File: src/sv/pfsb_queue.sv
`timescale 1ns / 1ps

module pfsb_queue #(
	parameter type         T     = logic,
	parameter int unsigned DEPTH = 2
) (
	input  logic                         clk,
	input  logic                         arst_n,
	input  logic                         push,
	input  T                             wdata,
	output logic                         full,
	input  logic                         pop,
	output T                             rdata,
	output logic                         empty,
	output logic [$clog2(DEPTH+1)-1:0]   count
);

	localparam int unsigned PW = $clog2(DEPTH);
	localparam int unsigned CW = $clog2(DEPTH + 1);

	T              slots_q [DEPTH];
	logic [PW-1:0] wr_ptr_q;
	logic [PW-1:0] rd_ptr_q;
	logic [CW-1:0] count_q;
	logic          do_push;
	logic          do_pop;

	assign full    = (count_q == CW'(DEPTH));
	assign empty   = (count_q == '0);
	assign count   = count_q;
	assign rdata   = slots_q[rd_ptr_q];
	assign do_push = push && !full;
	assign do_pop  = pop && !empty;

	// storage slots
	always_ff @(posedge clk) begin
		if (do_push) begin
			slots_q[wr_ptr_q] <= wdata;
		end
	end

	// pointers and fill level
	always_ff @(posedge clk or negedge arst_n) begin
		if (!arst_n) begin
			wr_ptr_q <= '0;
			rd_ptr_q <= '0;
			count_q  <= '0;
		end else begin
			if (do_push) begin
				wr_ptr_q <= wr_ptr_q + PW'(1);
			end
			if (do_pop) begin
				rd_ptr_q <= rd_ptr_q + PW'(1);
			end
			if (do_push && !do_pop) begin
				count_q <= count_q + CW'(1);
			end else if (do_pop && !do_push) begin
				count_q <= count_q - CW'(1);
			end
		end
	end

endmodule

File: config.mk
export PLATFORM = sky130hd
export DESIGN_NAME = pfsb_queue
export DESIGN_NICKNAME = d
export VERILOG_FILES = /design/src/sv/pfsb_queue.sv
export SDC_FILE = /design/constraint.sdc
export NUM_CORES = 1
export LEC_CHECK = 0
export ABC_AREA = 1
export BUFFER_PORTS_ARGS = -buffer_cell sky130_fd_sc_hd__buf_2
export CORE_AREA = 5 5 42 44
export DETAILED_ROUTE_END_ITERATION = 12
export DIE_AREA = 0 0 47 49
export GPL_TIMING_DRIVEN = 0
export SYNTH_ARGS = -nofsm -noshare
export SYNTH_HDL_FRONTEND = slang
export SYNTH_SLANG_ARGS = --single-unit
File: constraint.sdc
create_clock -name clk -period 1.6 [get_ports clk]
set_input_delay 0.16 -clock clk [delete_from_list [all_inputs] [get_ports clk]]
set_output_delay 0.16 -clock clk [all_outputs]
set_load 0.02 [all_outputs]
======== Yosys cells after proc, flatten, opt, wreduce, memory -nomap -nowiden ========
Memory sizes are Yosys's and may differ from the RTL's.
Cells that the tools add are included.
cells by class
  add/sub/neg operators ................... 4
  muxes and demuxes ....................... 4
  reductions and logical operators ........ 10
  equal/unequal tests ..................... 1
operators by type and width
  cell                                                                number
  1-bit logical AND                                                   4
  1-bit zero test                                                     4
  2-bit two-way mux                                                   2
  1-bit adder, second input constant                                  2
  2-bit by 1-bit adder with 2-bit output, second input constant       1
  2-bit equality test, second input constant                          1
  2-bit zero test                                                     1
  1-bit two-way mux                                                   2
  2-bit nonzero test                                                  1
  2-bit by 1-bit subtractor with 2-bit output, second input constant  1
word-level totals
  bits of input ports ..................... 5
  memories ................................ 1
  memory bits (writable) .................. 2
  bits in registers ....................... 4
  output and inout bits ................... 5
  logic and storage cells ................. 23
memories
  memory   depth  width  rd ports  clocked after Yosys merged registers in  wr ports  line  source
  slots_q  2      1      1         0                                        1         21    T slots_q [DEPTH];

======== Logic depth before layout (Yosys ltp) ========
  depth after elaboration ................. 7
  mapped depth ............................ 9

======== Worst setup path after synthesis ========
No wires, ideal clock.
  kind .................................... reg2reg
  start ................................... register count_q[1] (netlist: count[1])
  end ..................................... register count_q[1] (netlist: count[1])
  cell stages (with the launch flop) ...... 10
  setup time .............................. 0.117 ns
  setup slack ............................. 0.005 ns
  buffers on the path ..................... 0
  arrival ................................. 1.477 ns
  period minus slack after synthesis ...... 1.595 ns
  cells stage by stage .................... dfrtp_1 -> inv_1 -> nor2_2 -> nor2_4 -> ha_1 -> inv_1 -> nand2_1 -> nand2_1 -> nand3_1 -> nand2_1
on the way
  longest elaborated chain between the ends .. 6
ends and longest elaborated chain
  item                          line  source
  from (decl)                   24    logic [CW-1:0] count_q;
  from (signal assigned)        56    count_q <= count_q + CW'(1);
  from (signal assigned)        58    count_q <= count_q - CW'(1);
  2-bit equality test *         28    assign full = (count_q == CW'(DEPTH));
  via full                      11    output logic full,
  1-bit zero test *             32    assign do_push = push && !full;
  1-bit logical AND *           32
  1-bit zero test               57    end else if (do_pop && !do_push) begin
  1-bit logical AND             57
  2-bit nonzero test (no line)  --
The timed path passes the listed nets; every way through them passes the cells marked *. The select of a mux whose other input is x is not followed.
A chain may end at the register's enable or synchronous reset.

======== Worst setup path after layout ========
  start ................................... register count_q[0] (netlist: count[0])
  end ..................................... register count_q[1] (netlist: count[1])
on the way
  longest elaborated chain between the ends .. 6
ends and longest elaborated chain
  item                                                               line
  2-bit equality test or 2-bit zero test (tied branches)             28, 29
  1-bit zero test (on tied branches)                                 32, 33
  1-bit logical AND (on tied branches)                               32, 33
  1-bit zero test (on tied branches)                                 57, 55
  1-bit logical AND (on tied branches)                               57, 55
  2-bit nonzero test (no line) or 2-bit two-way mux (tied branches)  --
Several ways; a longest one is shown, not always the timed one. The select of a mux whose other input is x is not followed.

==> flow_metrics.py <==
metrics = {
    "route": {
        "drt-pass1-iter-count": 2,
        "wire_per_inst_um": 7.873,
        "routed_wl_um": 559,
        "postRouteAntennaNets": 0,
        "vias": 279,
        "vias_per_cell": 3.930,
        "drt_iter0_drc": 3,
        "drc": 0,
    },
    "global_route": {
        "antenna_found_initial": 0,
        "grt_pass1_vias": 260,
        "grt_use_total_pct": 6.454,
        "grt_pass1_wl_um": 972,
        "grt-ovfl-total": 0,
        "grt_max_degree": 9,
    },
    "final_layout": {
        "drive_above_1_share_pct": 29.09,
        "layout.nets": 62,
        "fin_area_sq_um": 425.4,
        "fillers": 163,
        "regArea_sq_um": 160.2,
        "antenna-diode-count": 0,
        "area_growth_pct": 31.27,
        "multi_input_area_sq_um": 133.9,
    },
    "timing": {
        "fin_crit_sh_pct": 88.41,
        "slew-limit-headroom_pct": 83.04,
        "skew_ns": 0.005684,
        "final-setup-viol-count": 0,
        "worst_slew_pin_slew_ns": 0.2543,
        "slew_violations": 0,
        "fmax_mhz": 706.9,
        "finalHoldViolCount": 0,
        "rsz0062_at_grt": "no",
        "period_needed_ns": 1.415,
        "setup_tns_ns": 0,
    },
    "yosys": {
        "yosysUniqueCellTypes": 12,
        "synth-seq-cells": 6,
        "synth_commonest_cells": "nand2_1 (15), inv_1 (8), dfrtp_1 (4)",
        "yosys_most_used_dff": "dfrtp_1",
        "synth_fp_nets": 47,
        "synth_async_sr_flop_share_pct": 66.67,
        "synthCells": 41,
        "avgSynthCellArea_sq_um": 7.904,
        "synth.top_cells.by_area": "dfrtp_1 (31%), edfxtp_1 (19%), nand2_1 (17%)",
        "ys_seq_area_share_pct": 49.42,
        "yosys.area.top_type": "dfrtp_1",
        "synth_top_area_share_pct": 30.89,
        "synth_edf_count": 2,
        "yosysMostFrequentCell": "nand2_1",
        "synthesis.area_sq_um": 324.1,
        "ys_warn_count": 0,
    },
    "placed_design": {
        "numPortBuffers": 9,
        "post-dp-hpwl_um": 475.6,
        "place_area_sq_um": 389.1,
        "gp_congestion": 0.7223,
    },
    "clocking": {
        "cts_buffers": 3,
        "clock_latency_ns": 0.24,
        "clock_sinks": 6,
        "clockBufferDepth": 2,
        "cts_tree": "yes",
        "postCtsResizedCells": 0,
        "clk_pin_slew_ns": 0.05,
        "cts_root_buf": "clkbuf_4",
        "htree_num_levels": 1,
    },
    "critical_path": {
        "critPathRequiredTime_ns": 1.73,
        "cp-end-kind": "flip-flop",
        "critPathMaxFanout": 8,
        "start_kind": "flip-flop",
        "critPathArrivalTime_ns": 1.54,
        "path_class": "reg -> reg",
    },
    "pwr": {
        "vdd_ir_drop_max_uv": 647.9,
        "p_leak_nw": 0.2387,
        "powerDensity_nw_per_um2": 2033,
    },
    "die": {
        "die_h_um": 49,
        "dieWidth_um": 47,
        "die_area_sq_um": 2303,
        "pin_count": 10,
        "row_count": 14,
        "core_area_sq_um": 1401,
        "initial_utilization_pct": 23.13,
    },
    "flow_run": {
        "max_cap_violations": 0,
    },
    "hold_path": {
        "hold_class": "in -> reg",
    },
    "run_status": {
        "outcome": "finished, final reports clean",
    },
}
==> worst paths after layout <==
check / start / to / slack, ns / cells past startpoint
worst max-delay path: count[0] / count[1] / 0.19 / 8
min in group asynchronous: arst_n / wr_ptr_q / 0.24 / 2
worst min register to register: rd_ptr_q / rd_ptr_q / 0.50 / 2
worst max register to register: count[0] / count[1] / 0.19 / 8
worst min-delay path: wdata / slots_q[1] / 0.10 / 1
max in group asynchronous: arst_n / rd_ptr_q / 1.24 / 2
==> area by class of cell <==
class                   count  share of cell area, %
well taps                  16                  4.706
multi-input cells          27                  31.47
clock buffers               4                  6.176
flip-flops and latches      6                  37.65
inverters                   8                  7.059
repair buffers             10                  12.94
==> sequential cells by signal, summed over array words and instances, names as in the netlist <==
register and flops:
rd_ptr_q 1, wr_ptr_q 1, slots_q 2, count 2
==> where the power goes <==
group          internal (mW)  total, mW  switching (mW)
Clock                 0.0943      0.146          0.0515
Combinational          0.153      0.430           0.277
Sequential             0.227      0.289          0.0623
==> routing by layer <==
metal	wire, um	up-vias	GRT usage (%)
li1	-	151	-
met1	252	119	6.742
met2	264	7	8.371
met3	22	2	1.107
met4	19	0	9.677
met5	0	-	0
==> stage by stage <==
stage	worst slack, ns	power, mW	hold slack, ns	instances	util, %
finish	0.1854	0.8647	0.1026	71	30.36
global route	0.04749	0.9580	0.08691	71	30.36
CTS	0.1814	0.8799	0.09291	71	30.36
detailed placement	0.1892	0.7255	-0.03268	66	27.77
global placement	0.2022	0.7174	-0.03322	66	27.77
floorplan	0.005117	0.6036	-0.1356	41	-
==> placed cells by master (no fill, tap or decap) <==
master and count:
buf_2 9, nand2_2 2, nand2_1 15, o21ai_1 2
inv_1 8, dfrtp_1 4, nand3_1 2, dlygate4sd3_1 1
clkbuf_4 3, nor2_1 2, nand3b_1 1, edfxtp_1 2
nor2_4 1, clkbuf_1 1, nor2_2 1, ha_1 1
==> worst max-delay path, stage by stage, from the launching register on <==
cell	delay, ns
dfrtp_1	0.46
nor2_2	0.20
nor2_4	0.05
ha_1	0.29
inv_1	0.07
nand2_1	0.09
nand2_1	0.05
nand3_1	0.06
nand2_1	0.05
==> cells by family after synthesis <==
logic type / after synthesis / share of synthesized area [%]
fa+ha+maj: 1 / 3.860
flops: 6 / 49.42
buf+inv: 8 / 9.267
compound gates: 2 / 3.089
simple gates: 24 / 34.36
==> timing repair <==
| item | CTS | global route |
|---|---|---|
| hold endpoints to repair | 4 | 0 |
| buffers inserted | 0 | 0 |
| hold buffers | 1 | 0 |
(Power assumes the default switching activity.)
