[src/sv/pfsb_pkg.sv]
`timescale 1ns / 1ps

package pfsb_pkg;

	// default screen geometry
	localparam int unsigned SCREEN_WIDTH_DEF  = 128;
	localparam int unsigned SCREEN_HEIGHT_DEF = 64;

	// configuration port geometry
	localparam int unsigned CFG_INDEX_W = 3;
	localparam int unsigned CFG_DATA_W  = 16;

	// depth of the queues between and behind the two halves
	localparam int unsigned CMD_DEPTH = 2;
	localparam int unsigned OUT_DEPTH = 4;

	// signed width of screen coordinates, wide enough to never wrap
	localparam int unsigned COORD_W = 18;

	// request kinds
	localparam logic REQ_DATA = 1'b0;
	localparam logic REQ_READ = 1'b1;

	// register indexes on the configuration port
	typedef enum logic [CFG_INDEX_W-1:0] {
		REG_SPRITE_X      = 3'd0,
		REG_SPRITE_Y      = 3'd1,
		REG_SPRITE_WIDTH  = 3'd2,
		REG_SPRITE_HEIGHT = 3'd3,
		REG_DRAW_MODE     = 3'd4
	} reg_index_t;

	// draw modes
	typedef enum logic [1:0] {
		MODE_OVERWRITE = 2'd0,
		MODE_OR        = 2'd1,
		MODE_MASK      = 2'd2,
		MODE_ERASE     = 2'd3
	} draw_mode_t;

	// input transaction
	typedef struct packed {
		logic       req_type;
		logic [7:0] image_byte;
		logic [7:0] mask_byte;
		logic [9:0] read_address;
	} in_t;

	// result transaction
	typedef struct packed {
		logic [7:0] read_data;
		logic       sprite_done;
	} out_t;

	// classified command handed from the front to the back
	typedef struct packed {
		logic                      is_read;
		logic [9:0]                read_address;
		logic                      done;
		logic [7:0]                we;
		logic [7:0]                val;
		logic signed [COORD_W-1:0] px;
		logic signed [COORD_W-1:0] top;
	} cmd_t;

endpackage

[src/sv/pfsb_front.sv]
`timescale 1ns / 1ps

module pfsb_front (
	input  logic                               clk,
	input  logic                               arst_n,
	input  logic                               cfg_wr,
	input  logic [pfsb_pkg::CFG_INDEX_W-1:0]   cfg_index,
	input  logic [pfsb_pkg::CFG_DATA_W-1:0]    cfg_data,
	input  logic                               accept,
	input  pfsb_pkg::in_t                      item,
	output pfsb_pkg::cmd_t                     cmd
);

	import pfsb_pkg::*;

	logic signed [15:0] sprite_x_q;
	logic signed [15:0] sprite_y_q;
	logic [7:0]         width_q;
	logic [7:0]         height_q;
	draw_mode_t         mode_q;
	logic [7:0]         column_q;
	logic [4:0]         page_q;

	logic [5:0]         pages;
	logic [7:0]         row_base;
	logic               in_bounds;
	logic               col_wrap;
	logic               page_wrap;
	logic               is_read;
	logic [7:0]         row_ok;
	logic [7:0]         we_raw;
	logic [7:0]         val_raw;
	logic               done;

	// configuration registers
	always_ff @(posedge clk or negedge arst_n) begin
		if (!arst_n) begin
			sprite_x_q <= '0;
			sprite_y_q <= '0;
			width_q    <= '0;
			height_q   <= '0;
			mode_q     <= MODE_OVERWRITE;
		end else if (cfg_wr) begin
			unique case (reg_index_t'(cfg_index))
				REG_SPRITE_X:      sprite_x_q <= $signed(cfg_data);
				REG_SPRITE_Y:      sprite_y_q <= $signed(cfg_data);
				REG_SPRITE_WIDTH:  width_q    <= cfg_data[7:0];
				REG_SPRITE_HEIGHT: height_q   <= cfg_data[7:0];
				REG_DRAW_MODE:     mode_q     <= draw_mode_t'(cfg_data[1:0]);
				default: ;
			endcase
		end
	end

	// sprite geometry and counter position
	assign pages     = 6'((9'(height_q) + 9'd7) >> 3);
	assign row_base  = {page_q, 3'b000};
	assign in_bounds = (column_q < width_q) && (6'(page_q) < pages);
	assign col_wrap  = (9'(column_q) + 9'd1) >= 9'(width_q);
	assign page_wrap = (6'(page_q) + 6'd1) >= pages;
	assign is_read   = (item.req_type == REQ_READ);
	assign done      = !in_bounds || (col_wrap && page_wrap);

	// rows that still lie inside the sprite height
	always_comb begin
		for (int b = 0; b < 8; b++) begin
			row_ok[b] = (row_base + 8'(b)) < height_q;
		end
	end

	// per-bit write enable and value for the draw mode
	always_comb begin
		case (mode_q)
			MODE_OVERWRITE: begin
				we_raw  = 8'hff;
				val_raw = item.image_byte;
			end
			MODE_OR: begin
				we_raw  = item.image_byte;
				val_raw = 8'hff;
			end
			MODE_MASK: begin
				we_raw  = item.mask_byte;
				val_raw = item.image_byte;
			end
			default: begin
				we_raw  = item.image_byte;
				val_raw = 8'h00;
			end
		endcase
	end

	// command for the back end
	always_comb begin
		cmd.is_read      = is_read;
		cmd.read_address = item.read_address;
		cmd.done         = !is_read && done;
		cmd.we           = (!is_read && in_bounds) ? (we_raw & row_ok) : 8'h00;
		cmd.val          = val_raw;
		cmd.px           = COORD_W'(sprite_x_q) + COORD_W'($signed({1'b0, column_q}));
		cmd.top          = COORD_W'(sprite_y_q) + COORD_W'($signed({1'b0, row_base}));
	end

	// column and page counters advance on each data transaction
	always_ff @(posedge clk or negedge arst_n) begin
		if (!arst_n) begin
			column_q <= '0;
			page_q   <= '0;
		end else if (accept && !is_read) begin
			if (!in_bounds) begin
				column_q <= '0;
				page_q   <= '0;
			end else if (col_wrap) begin
				column_q <= '0;
				page_q   <= page_wrap ? 5'd0 : page_q + 5'd1;
			end else begin
				column_q <= column_q + 8'd1;
			end
		end
	end

endmodule

[config.mk]
export PLATFORM = sky130hd
export DESIGN_NAME = pfsb_front
export DESIGN_NICKNAME = d
export VERILOG_FILES = /design/src/sv/pfsb_pkg.sv /design/src/sv/pfsb_front.sv
export SDC_FILE = /design/constraint.sdc
export NUM_CORES = 1
export LEC_CHECK = 0
export ABC_AREA = 1
export BUFFER_PORTS_ARGS = -buffer_cell sky130_fd_sc_hd__buf_2
export CAP_MARGIN = 20
export CORE_ASPECT_RATIO = 1.25
export CORE_MARGIN = 2
export CORE_UTILIZATION = 55
export CTS_BUF_LIST = sky130_fd_sc_hd__clkbuf_16
export DETAILED_ROUTE_END_ITERATION = 12
export GPL_TIMING_DRIVEN = 0
export PLACE_DENSITY_LB_ADDON = 0.12
export REMOVE_ABC_BUFFERS = 1
export SKIP_CTS_REPAIR_TIMING = 1
export SYNTH_ARGS = -nofsm -noshare
export SYNTH_HDL_FRONTEND = slang
export SYNTH_SLANG_ARGS = --single-unit
[constraint.sdc]
create_clock -name clk -period 2.8 [get_ports clk]
set_input_delay 0.14 -clock clk [delete_from_list [all_inputs] [get_ports clk]]
set_output_delay 0.14 -clock clk [all_outputs]
set_load 0.01 [all_outputs]
Yosys cells after proc, flatten, opt, wreduce, memory -nomap -nowiden. Index checks and enable logic that the tools add are counted.

Bits in latches: 0. Memories kept: 0. Output and inout bits: 64. Input bits: 50. ROM bits: 0. Bits in writable memories: 0. Logic and storage cells: 66. Register bits after elaboration: 63.

Muxes and demuxes: 8. Divide/modulo/power cells: 0. $add $sub $neg: 14. Eq/ne operators: 7. Order comparisons: 12. Reductions and logical operators: 17. Bitwise logic cells: 1. $mul: 0. Shift operators: 0.

Operators by type and width (count): $lt A8 B8 Y1 (9); $add A16 B9 Y17 (2); $add A8 B3 Y8 const B (4); $pmux W8 S2 (2); $mux W8 (3); $add A8 B1 Y8 const B (2); $add A8 B2 Y8 const B (2); $mux W5 (3); $reduce_and A2 Y1 (6); $add A8 B1 Y9 const B (1); $add A8 B3 Y9 const B (1); $ge A9 B8 Y1 (1); $and A8 B8 Y8 (1); $add A5 B1 Y6 const B (1); $eq A3 B2 Y1 const B (2); $ge A6 B6 Y1 (1); $lt A5 B6 Y1 (1); $add A5 B1 Y5 const B (1); $logic_and A1 B1 Y1 (5); $eq A3 B1 Y1 const B (1); $eq A3 B3 Y1 const B (1); $logic_not A3 Y1 (1); $eq A2 B1 Y1 const B (1); $eq A2 B2 Y1 const B (1); other kinds (5) (6).

Longest topological paths before layout. Gate-level depths: netlist of run 1.

Word-level depth: 6. Mapped depth: 20. Mapped depth without buffers: 20.

Worst setup path before layout of run 1. No wires, ideal clock.

Kind: register to register. Start: register column_q[0]. End: register page_q[0]. Clock period less this slack: 2256 ps. Slack: 544 ps. Data arrival time: 2139 ps. Data required time: 2683 ps. Setup time: 117 ps. Buffers on the path: 1. Stages on the path, launching flop included: 15. Cells stage by stage: dfrtp_1 ha_1 nand3_1 nand3b_4 xor2_1 inv_1 ha_1 o211a_1 nand2_1 nand2_1 a21oi_2 nand3_4 buf_6 nand3_1 nand2_1.

Cells in the longest elaborated chain, start to end: 4. Elaborated cells on any way between the ends: 7. Classes of those cells: add/sub (1); order compare (2); eq/ne (1); mux (1); reduce/logical (2).

RTL lines: from (decl) (line pfsb_front.sv:21) `logic [7:0] column_q;`; from (signal assigned) (line pfsb_front.sv:117) `column_q <= column_q + 8'd1;`; $add A8 B1 Y9 or $lt A8 B8 Y1 (tied branches) (line pfsb_front.sv:59, pfsb_front.sv:58); $ge A9 B8 Y1 or $logic_and A1 B1 Y1 (tied branches) (line pfsb_front.sv:59, pfsb_front.sv:58); $ne A2 B1 Y1 (no line); $reduce_and A2 Y1 (no line); to (signal assigned) (line pfsb_front.sv:115) `page_q <= page_wrap ? 5'd0 : page_q + 5'd1;`; to (decl) (line pfsb_front.sv:22) `logic [4:0] page_q;`.

Parallel ways exist; a longest one is shown, timed or not. A chain may end at the register's enable or synchronous reset.

==> results.py, run 1 <==
metrics = {
    "synthesis": {
        "yosys.cell_types.count": 42,
        "synth_area_um2": 4770,
        "synth-seq-cells": 63,
        "synth_area_leader_cell": "dfrtp_1",
        "synth.avg_cell_area_um2": 7.54,
        "synth.top_cell.area_share": 0.330,
        "yosysSeqAreaShare": 0.330,
        "synth_area_leaders": "dfrtp_1, nand2_1, ha_1, inv_1, o21ai_0",
        "yosysWarnings": 0,
        "syn_inst": 633,
    },
    "final_layout": {
        "drive_above_1_share": 0.216,
        "final_cell_mix": "nand2_1, buf_2, inv_1",
        "multiInputGateArea_um2": 2790,
        "layout.nets": 814,
        "seq_area_um2": 1580,
        "n_fill_cell": 760,
        "area_growth_pct": 18.5,
        "diodes": 0,
        "finish.instance_area_um2": 5660,
        "final_common_cell": "nand2_1",
    },
    "run_status": {
        "violations": "setup timing",
        "outcome": "finished, violations left",
    },
    "pwr": {
        "ir_worst_vdd_uv": 516,
        "finalPower_mw": 4.66,
        "clkPwrFrac": 0.233,
        "power.share.sequential": 0.288,
        "p_int_mw": 2.69,
        "p_leak_nw": 3.23,
        "power.density_nw_per_um2": 824,
        "netSwitchingPower_mw": 1.97,
        "p_sw_frac": 0.423,
        "p_comb_frac": 0.479,
    },
    "worst_setup_path": {
        "crit_top_cell": "nand2_4",
        "crit_path_end_kind": "primary output",
        "start_kind": "flop",
        "crit_slowest_cell": "dfrtp_1",
        "worst-setup-path-type": "flop to primary output",
        "critPathRequiredTime_ps": 2660,
        "crit_arrival_ps": 2660,
        "crit_fanout": 5,
        "r2r_setup_slack_ps": 180,
        "crit_family": "simple AND/OR/NAND/NOR gates",
        "cp_slowest_stage_delay_ps": 420,
        "path_cells": "nor2_4, nand2_4, buf_4, buf_4, nand2_4, nand2_2, ha_1, nand2_1, nand3_1, nand2_1, inv_2, a21boi_4, nand2_4, nor3_4, buf_2",
        "worst-path-buf-inv": 4,
    },
    "timing": {
        "tightest_slew_ps": 953,
        "max_slew_margin": 0.363,
        "clock.fmax_mhz": 357,
        "final_hold_viol_count": 0,
        "timing.final.crit_share": 1.00,
        "rsz0062_at_grt": "yes",
        "setup_viol": 1,
        "hold_ws_ps": 88.7,
        "maxSlewViolCount": 0,
        "setup_ws_ps": -3.51,
        "min_period_ps": 2800,
        "skew_ps": 6.33,
    },
    "placed_design": {
        "numPortBuffers": 93,
        "dpl_worst_slack_ps": 158,
        "dpl-instance-area_um2": 5190,
        "dp_hpwl_um": 8650,
        "gp_congestion": 0.845,
    },
    "global_route": {
        "grt_pass1_vias": 4153,
        "grt_max_degree": 64,
        "antenna_found_initial": 0,
        "grt_pass1_wl_um": 18600,
        "grt_usage": 0.249,
        "grt-ovfl-total": 0,
    },
    "clocking": {
        "clock-root-buffer": "clkbuf_16",
        "cts.path.max_buffers": 2,
        "cts_tree": "yes",
        "insertion_delay_ps": 330,
        "cts_max_level": 3,
        "numCtsBuffers": 9,
        "cts_sinks": 63,
        "path_clk_slew_ps": 60,
    },
    "floorplanning": {
        "die_y_um": 108,
        "start_util": 0.558,
        "core_um2": 8560,
        "io_pins": 114,
        "fp.dieArea_um2": 9440,
        "fp-row-count": 38,
        "die_w_um": 87.3,
    },
    "route": {
        "drc_errors": 0,
        "vias": 4353,
        "drt-total-wl_um": 11400,
        "drt_iter0_markers": 189,
        "viasPerCell": 5.30,
        "first_pass_iters": 6,
        "drt.antenna.violating_nets": 0,
        "post_drt_wl_per_cell_um": 13.9,
    },
    "flow_run": {
        "drv_cap": 0,
    },
    "min_path": {
        "hp-class": "input port to flop",
    },
}
## layer usage
layer | share of wire | up-vias | global-route usage
li1 | - | 2206 | -
met2 | 0.51 | 116 | 0.451
met1 | 0.42 | 2005 | 0.281
met5 | 0 | - | 0
met4 | 0.025 | 0 | 0.0912
met3 | 0.044 | 26 | 0.0580
## through the flow
step | util | setup TNS [ps] | cells
floorplan | - | 0 | 605
global placement | 0.606 | 0 | 798
detailed placement | 0.607 | 0 | 798
CTS | 0.640 | -1050 | 814
global route | 0.661 | -694 | 821
finish | 0.661 | -3.51 | 821
## sequential cells by signal (all words and copies together), names as in the netlist
| name | cells |
|---|---|
| sprite_x_q | 16 |
| sprite_y_q | 16 |
| column_q | 8 |
| height_q | 8 |
| width_q | 8 |
| page_q | 5 |
| mode_q | 2 |
## cells by family (layout without fill, tap and decap cells)
logic type / Yosys count / count (layout) / synth area share
compound gates: 110 / 110 / 0.133
xor+xnor: 32 / 32 / 0.0587
fa+ha+maj: 48 / 48 / 0.129
buf+inv: 120 / 208 / 0.109
flops: 63 / 63 / 0.330
simple gates: 260 / 260 / 0.240
## synthesized netlist by cell type, drive strengths merged
master,n
nand4,6
inv,92
a31oi,2
dfrtp,63
o2111ai,1
nand3b,5
o21ai,68
o22ai,8
a21boi,2
nor3b,1
and3,1
o211a,1
o31ai,1
nor3,6
a21oi,21
buf,18
nor2,26
xnor2,8
nand2,178
o21a,1
nor4,1
fa,2
nand3,36
ha,46
a21o,3
clkbuf,10
o221ai,2
xor2,24
## power by group through the flow
stage / Clock [mW] / Sequential [mW] / Combinational [mW]
final: 1.09 / 1.34 / 2.23
after global routing: 1.13 / 1.37 / 2.54
after CTS: 1.09 / 1.33 / 2.06
after detailed placement: 0 / 1.34 / 2.05
after global placement: 0 / 1.33 / 2.00
after floorplan: 0 / 1.27 / 1.45
## path summary, 6_finish.rpt
kind                          startpoint              to  cells after the start
max                          height_q[1]         cmd[47]                     15
min                         cfg_data[14]  sprite_x_q[14]                      3
max reg2reg                  column_q[0]       page_q[3]                     15
min reg2reg                sprite_y_q[1]   sprite_y_q[1]                      2
max in group asynchronous         arst_n     column_q[1]                      2
min in group asynchronous         arst_n  sprite_x_q[15]                      2
## area by class of cell
class,instances,share of cell area
inverter,92,0.0610
clock buffer,9,0.0398
timing repair buffer,100,0.0925
sequential,63,0.279
multi-input combinational,450,0.494
clock inverter,7,0.0115
tap,100,0.0221
## worst reg2reg max path, delay by kind of cell (launching register included)
family	cells	cell delay, ps
AOI/OAI and AO/OA	2	320
DFF	1	420
and+or+nand+nor	8	950
buffers and inverters	2	210
adders and majority gates	2	510
xor gates and xnor gates	1	150
No activity file was read; power rests on OpenSTA's default activity.
==> run 2, diff against run 1 <==
- BUFFER_PORTS_ARGS: -buffer_cell sky130_fd_sc_hd__buf_2 -> -buffer_cell sky130_fd_sc_hd__buf_4
- CORE_UTILIZATION: 55 -> 50
==> run 2 against run 1 <==
  * Clock-buffer cell count unchanged
  * Highest routed layer unchanged
  * Critical endpoint is now cmd[44]
  * The flow still finishes with violations (setup timing)
  * Largest power group unchanged
  * Clock power about the same
  * Register-to-register slack better by 120 ps
==> results.py, run 2 (same netlist as run 1, synthesis figures left out) <==
metrics = {
    "global_route": {
        "grt_usage": 0.227,
        "grt_pass1_vias": 4171,
        "grt_max_degree": 64,
        "antenna_found_initial": 0,
        "grt_pass1_wl_um": 18900,
        "grt-ovfl-total": 0,
    },
    "pwr": {
        "p_comb_frac": 0.497,
        "p_int_mw": 2.85,
        "netSwitchingPower_mw": 2.00,
        "p_sw_frac": 0.413,
        "p_leak_nw": 3.30,
        "ir_worst_vdd_uv": 519,
        "power.density_nw_per_um2": 811,
        "clkPwrFrac": 0.225,
        "power.share.sequential": 0.278,
    },
    "final_layout": {
        "final_common_cell": "nand2_1",
        "area_growth_pct": 25.2,
        "fin_util": 0.648,
        "diodes": 0,
        "final_cell_mix": "nand2_1, buf_4, inv_1",
        "layout.nets": 814,
        "drive_above_1_share": 0.230,
        "finish.instance_area_um2": 5980,
        "reg.largest.list": "sprite_x_q x16, sprite_y_q x16",
    },
    "worst_setup_path": {
        "crit_arrival_ps": 2660,
        "crit_fanout": 5,
        "crit_path_end_kind": "primary output",
        "start_kind": "flop",
        "worst-setup-path-type": "flop to primary output",
        "critPathRequiredTime_ps": 2660,
    },
    "clocking": {
        "path_clk_slew_ps": 60,
        "cts_max_level": 3,
        "cts_tree": "yes",
        "cts.path.max_buffers": 2,
        "cts_sinks": 63,
        "clock-root-buffer": "clkbuf_16",
        "insertion_delay_ps": 340,
        "numCtsBuffers": 9,
    },
    "route": {
        "drc_errors": 0,
        "drt.antenna.violating_nets": 0,
        "post_drt_wl_per_cell_um": 13.8,
        "vias": 4346,
        "viasPerCell": 5.15,
        "first_pass_iters": 4,
        "drt-total-wl_um": 11700,
        "drt_iter0_markers": 223,
    },
    "timing": {
        "skew_ps": 4.27,
        "rsz0062_at_grt": "yes",
        "final_hold_viol_count": 0,
        "setup_ws_ps": -1.45,
        "clock.fmax_mhz": 357,
        "timing.final.crit_share": 1.00,
        "setup_viol": 1,
        "min_period_ps": 2800,
        "max_slew_margin": 0.396,
        "tightest_slew_ps": 905,
        "maxSlewViolCount": 0,
    },
    "placed_design": {
        "dpl_worst_slack_ps": 143,
        "gp_congestion": 0.875,
        "dp_hpwl_um": 8760,
        "numPortBuffers": 93,
        "dpl-instance-area_um2": 5450,
    },
    "flow_run": {
        "drv_cap": 0,
    },
    "floorplanning": {
        "fp-row-count": 39,
        "io_pins": 114,
        "die_y_um": 113,
        "core_um2": 9220,
        "die_w_um": 91.4,
        "start_util": 0.517,
        "fp.dieArea_um2": 10300,
    },
    "min_path": {
        "hp-class": "input port to flop",
    },
    "run_status": {
        "violations": "setup timing",
        "outcome": "finished, violations left",
    },
}
run 2: cell types whose count changed in the layout (fill, tap and decap cells not counted), sizes merged:
cell / change
clkinv: +1
clkinvlp: -1
run 2: critical path, stage by stage, from the launching register on:
cell and delay (ps):
dfrtp_1 410, nor2_4 180, nand2_4 80, nand2_4 80, nor2_4 40, inv_2 60, nand2_2 70, ha_4 210
nand2_1 60, nand2_1 50, nand2_1 50, nand2_1 60, nand2_2 80, nand2_1 50, nand2_1 70, nand2_2 80
a21boi_4 230, nand2_4 120, nor3_2 190, buf_4 140
run 2: power by group through the flow:
stage	clock, mW	sequential (mW)	combinational (mW)
after floorplan	0	1.27	1.45
after detailed placement	0	1.34	2.22
after global routing	1.15	1.38	2.72
after global placement	0	1.33	2.17
final	1.09	1.35	2.41
after CTS	1.11	1.33	2.24
run 2: per-stage QoR:
step / hold slack [ps] / total power, mW / instances / setup TNS, ps
after global placement: 275 / 3.50 / 821 / 0
after global routing: 98.3 / 5.25 / 844 / -1270
final: 91.8 / 4.85 / 844 / -1.45
after floorplan: -156 / 2.73 / 605 / 0
after CTS: -74.4 / 4.67 / 837 / -1220
after detailed placement: 280 / 3.56 / 821 / 0
run 2: cell type report:
class	instances	area, um2
Fill cell	781	3250
Multi-Input combinational cell	450	2840
Sequential cell	63	1580
Timing Repair Buffer	100	764
Inverter	92	345
Clock buffer	9	225
Tap cell	123	154
Clock inverter	7	65.1
run 2: worst paths after layout:
| check | cells after the start | endpoint | slack (ps) | startpoint |
|---|---|---|---|---|
| max | 19 | cmd[44] | -1 | height_q[1] |
| min | 3 | sprite_y_q[8] | 90 | cfg_data[8] |
| max reg2reg | 14 | page_q[4] | 300 | column_q[0] |
| min reg2reg | 2 | width_q[2] | 490 | width_q[2] |
| max in group asynchronous | 2 | column_q[0] | 1760 | arst_n |
| min in group asynchronous | 2 | sprite_y_q[15] | 450 | arst_n |
run 2: metal layers:
layer  vias up  GRT usage  part of all wire
met5         -          0                 0
met4         0     0.0949             0.020
met2       116      0.408              0.52
li1       2198          -                 -
met3        22     0.0513             0.051
met1      2010      0.257              0.41
